[src/rtl/assert_macros.svh]
// ---------------------------------------------------------------------------
// assert_macros.svh
// Concurrent assertion shorthands shared by the RTL.
// ---------------------------------------------------------------------------
`ifndef ASSERT_MACROS_SVH
`define ASSERT_MACROS_SVH

// Same-cycle implication, disabled while in reset.
`define ASSERT_IMPLIES(label, clk, rst, ante, cons) \
   label: assert property (@(posedge clk) disable iff (rst) (ante) |-> (cons)) \
      else $error("assertion failed: same-cycle implication");

// Next-cycle implication, disabled while in reset.
`define ASSERT_NEXT(label, clk, rst, ante, cons) \
   label: assert property (@(posedge clk) disable iff (rst) (ante) |=> (cons)) \
      else $error("assertion failed: next-cycle implication");

`endif

[src/rtl/tcw_pkg.sv]
`timescale 1ns / 1ps
// ---------------------------------------------------------------------------
// tcw_pkg
// Shared constants and types of the text console writer.
// ---------------------------------------------------------------------------
package tcw_pkg;

   localparam int CELL_W = 16;
   localparam int CHAR_W = 8;

   localparam logic [CELL_W-1:0] ATTR_MASK  = 16'hFF00;
   localparam logic [CELL_W-1:0] RESET_CELL = 16'h0720;
   localparam logic [CHAR_W-1:0] NEWLINE_CODE = 8'd10;
   localparam logic [CHAR_W-1:0] SPACE_CODE   = 8'd32;

   // request kinds (tuser bit 0)
   localparam logic ACTION_PUT  = 1'b0;
   localparam logic ACTION_READ = 1'b1;

   // cursor step command
   typedef struct packed {
      logic step;      // advance the cursor for one put
      logic newline;   // the put is a newline
   } cur_cmd_type;

endpackage

[src/rtl/tcw_cursor.sv]
`timescale 1ns / 1ps
// ---------------------------------------------------------------------------
// tcw_cursor
// Cursor column, row and linear cell address; flags a step that blanks.
// ---------------------------------------------------------------------------
module tcw_cursor #(
   parameter int COLUMNS = 80,
   parameter int ROWS    = 25,
   parameter int COL_W   = 7,
   parameter int ROW_W   = 5,
   parameter int ADDR_W  = 11
) (
   input  logic                 clock,
   input  logic                 reset,
   input  tcw_pkg::cur_cmd_type cmd,
   output logic [COL_W-1:0]     col,
   output logic [ROW_W-1:0]     row,
   output logic [ADDR_W-1:0]    addr,
   output logic                 clear_next   // this command would blank the screen
);
   import tcw_pkg::*;

   logic [COL_W-1:0]  col_ff, col_in;
   logic [ROW_W-1:0]  row_ff, row_in;
   logic [ADDR_W-1:0] addr_ff, addr_in;

   logic [COL_W:0]  col_inc;
   logic [ROW_W:0]  row_inc;
   logic [ADDR_W:0] addr_next_row;
   logic            wrap;

   always_comb begin
      col_inc       = {1'b0, col_ff} + (COL_W+1)'(1);
      row_inc       = {1'b0, row_ff} + (ROW_W+1)'(1);
      addr_next_row = {1'b0, addr_ff} - (ADDR_W+1)'(col_ff) + (ADDR_W+1)'(COLUMNS);
      wrap          = cmd.newline || (col_inc == (COL_W+1)'(COLUMNS));
      clear_next    = wrap && (row_inc == (ROW_W+1)'(ROWS));

      col_in  = col_ff;
      row_in  = row_ff;
      addr_in = addr_ff;
      if (cmd.step) begin
         priority if (clear_next) begin
            col_in  = '0;
            row_in  = '0;
            addr_in = '0;
         end else if (wrap) begin
            col_in  = '0;
            row_in  = row_inc[ROW_W-1:0];
            addr_in = addr_next_row[ADDR_W-1:0];
         end else begin
            col_in  = col_inc[COL_W-1:0];
            addr_in = addr_ff + ADDR_W'(1);
         end
      end
   end

   always_ff @(posedge clock) begin
      if (reset) begin
         col_ff  <= '0;
         row_ff  <= '0;
         addr_ff <= '0;
      end else begin
         col_ff  <= col_in;
         row_ff  <= row_in;
         addr_ff <= addr_in;
      end
   end

   assign col  = col_ff;
   assign row  = row_ff;
   assign addr = addr_ff;

endmodule

[config.mk]
export PLATFORM = sky130hd
export DESIGN_NAME = tcw_cursor
export DESIGN_NICKNAME = d
export VERILOG_FILES = /design/src/rtl/assert_macros.svh /design/src/rtl/tcw_pkg.sv /design/src/rtl/tcw_cursor.sv
export SDC_FILE = /design/constraint.sdc
export NUM_CORES = 1
export LEC_CHECK = 0
export BUFFER_PORTS_ARGS = -buffer_cell sky130_fd_sc_hd__buf_2
export CAP_MARGIN = 5
export CORE_UTILIZATION = 37
export DETAILED_ROUTE_END_ITERATION = 12
export SLEW_MARGIN = 20
export SYNTH_ARGS = -nofsm -noshare
export SYNTH_HDL_FRONTEND = slang
export SYNTH_SLANG_ARGS = --single-unit
[constraint.sdc]
create_clock -name clock -period 3.4 [get_ports clock]
set_input_delay 0.68 -clock clock [delete_from_list [all_inputs] [get_ports clock]]
set_output_delay 0.68 -clock clock [all_outputs]
set_load 0.02 [all_outputs]
==> results.txt <==
Vias per Instance: 5.72
Root Driver: clkbuf_8
Setup Skew: 0.0110 ns
first-pass GRT wire length: 8660 um
cell count after synthesis: 253
Post-synth EDFFs: 0
core area: 0.00517 mm^2
maximum clock frequency: 0.369 GHz
Area Growth Syn to Fin: 12.8%
design area: 0.00226 mm^2
# diodes: 0
final net count: 307
Static Leak: 0.935 nW
fin crit share: 0.796
syn nets: 280
Worst Tran Pin Value: 0.721 ns
share of layout cells above drive strength 1: 0.165
RSZ-0062 raised after global routing: false
pwr/cell area: 325 mW/mm^2
CTS tree: built
I/O pin total: 28
CTS Hold Bufs: 0
async set-reset flop share out of synthesis: 0
Post-DP Area: 0.00221 mm^2
DP Wirelength: 3920 um
final hold vios: 0
number of port buffers: 27
DRC violations left: 0
slew margin rel.: 0.519
#FFs+latches synth: 23
Rows: 26
count of cell types in the netlist: 59
drt initial violations: 111
status: finished clean
YS warnings: 0
CP Capture Type: flop
Routed Antenna Nets: 0
# fillers: 538
largest net degree at the start of global routing: 30
Critical Path Source Type: flop
Post-Syn Area: 0.00200 mm^2
initial antenna violation count: 0
Data required, critical path: 3.59 ns
CTS clk-pin slew, worst paths: 0.10 ns
vias in the first global route: 1713
drt total wl: 5480 um
arrival time at the worst endpoint: 2.90 ns
GPL Wtd Cong: 0.796
GRT Util Overall: 0.202
Final WS setup: 0.692 ns
Initial Utilization: 0.387
Final Slew Violations: 0
setup violators final: 0
fin crit period: 2.71 ns
Hold WS: 0.515 ns
sequential area share after synthesis: 0.230
Die Area: 0.00571 mm^2
Setup Fix Bufs, Post-CTS: 0
critical path class: reg -> reg
Die Y: 75.6 um
worst min path class: reg -> reg
CTS buffer count: 3
CTS max path bufs: 2
total congestion overflow: 0
Setup WS pre-CTS: 0.719 ns
clk_lat worst skew: 0.28 ns
Initial DRT Pass Iterations: 4
clk sinks: 23
Primary FF master, synth: dfxtp_1
CTS HTree Levels: 1
post-cts sizing count: 0
DR WL/cell: 15.7 um
peak supply drop: 165 uV
max_cap viols: 0
setup tns final: 0 ns
crit-path max FO: 6
post-synthesis area per instance: 7.91 um^2
Die W: 75.6 um
DR vias: 1995
[metrics by stage]
step,std cells,total power [mW],utilization
final,349,0.735,0.437
after global routing,349,0.782,0.437
after CTS,349,0.739,0.437
after detailed placement,345,0.553,0.428
after global placement,345,0.552,0.428
after floorplan,253,0.491,-
[worst max-delay path, cell delays in order (launching register included)]
cell and delay [ns]:
dfxtp_1 0.43, inv_1 0.07, ha_1 0.28, ha_1 0.18
inv_1 0.06, fa_1 0.40, nor2b_1 0.17, o2111ai_1 0.18
and4_1 0.24, o311a_1 0.30, a2111oi_2 0.31
[per-layer routing]
metal	vias to the layer above	GRT usage	share of wire
met5	-	0	0
met2	51	0.325	0.46
li1	1001	-	-
met3	5	0.0304	0.063
met1	938	0.281	0.47
met4	0	0.0556	0.0099
[where the power goes]
group,switching (mW),internal [mW]
registers,0.0262,0.285
clock network,0.105,0.0823
logic,0.138,0.0987
total,0.269,0.466
[kinds of logic (layout without fill, tap and decap cells)]
logic type               Yosys count  after routing  share of synthesized area
adder cells (fa/ha/maj)           23             23                      0.147
buffers and inverters             37             63                     0.0737
AND/OR/NAND/NOR                   86             86                      0.241
flip-flops                        23             23                      0.230
multiplexers                       3              3                     0.0219
XOR/XNOR                           7              7                     0.0306
AO/OA/AOI/OAI                     74             74                      0.256
[sequential cells by signal, summed over array words and instances, names as in the netlist]
| signal | flops |
|---|---|
| row | 5 |
| col | 7 |
| addr | 11 |
[cell usage after synthesis (all sizes together), types with 3 or more instances]
master,count,area (um^2)
nand4,7,43.8
inv,26,97.6
ha,22,275
and2,4,25.0
nand2,14,52.6
buf,6,31.3
xnor2,6,52.6
o21ai,14,70.1
or3,6,37.5
a21oi,18,93.8
and4,5,43.8
nor2,11,41.3
a31oi,7,43.8
a211oi,6,45.0
nand3,14,75.1
nor3,8,40.0
o2111ai,3,26.3
clkbuf,3,11.3
and3,4,25.0
dfxtp,23,460
[cell usage in the layout, fill, tap and decap left out, drive strengths merged, types with 2 or more instances in the layout]
cell	count
dfxtp	23
o311a	2
o2111ai	3
buf	31
a21oi	18
a211oi	6
and4	5
nor2b	2
o21a	2
clkinv	3
a21o	2
o32ai	2
a31oi	7
and3	4
xnor2	6
inv	26
nor3	8
o22ai	2
o311ai	2
or3	6
nand3	14
a311oi	2
nand4	7
or2b	2
ha	22
and2	4
nand2	14
nor2	11
mux2i	2
or2	2
o211ai	2
o21ai	14
clkbuf	3
[area by class of cell]
class                      count  area [um^2]  share of cell area
clock buffer                   3         41.3              0.0183
clock inverter                 1         5.00             0.00222
timing repair buffer          31          165              0.0731
multi-input combinational    193         1390               0.617
inverter                      28          105              0.0465
tap                           70         87.6              0.0388
sequential                    23          460               0.204
[path summary, 6_finish.rpt]
path         slack [ns]  depth (start not counted)           startpoint                    to
min                0.51                          2  row[3]$_SDFFE_PP0P_   row[3]$_SDFFE_PP0P_
max reg2reg        0.69                         10  col[1]$_SDFFE_PP0P_  addr[7]$_SDFFE_PP0P_
min reg2reg        0.51                          2  row[3]$_SDFFE_PP0P_   row[3]$_SDFFE_PP0P_
max                0.69                         10  col[1]$_SDFFE_PP0P_  addr[7]$_SDFFE_PP0P_
Note: power is estimated with default switching activity, not from simulation.
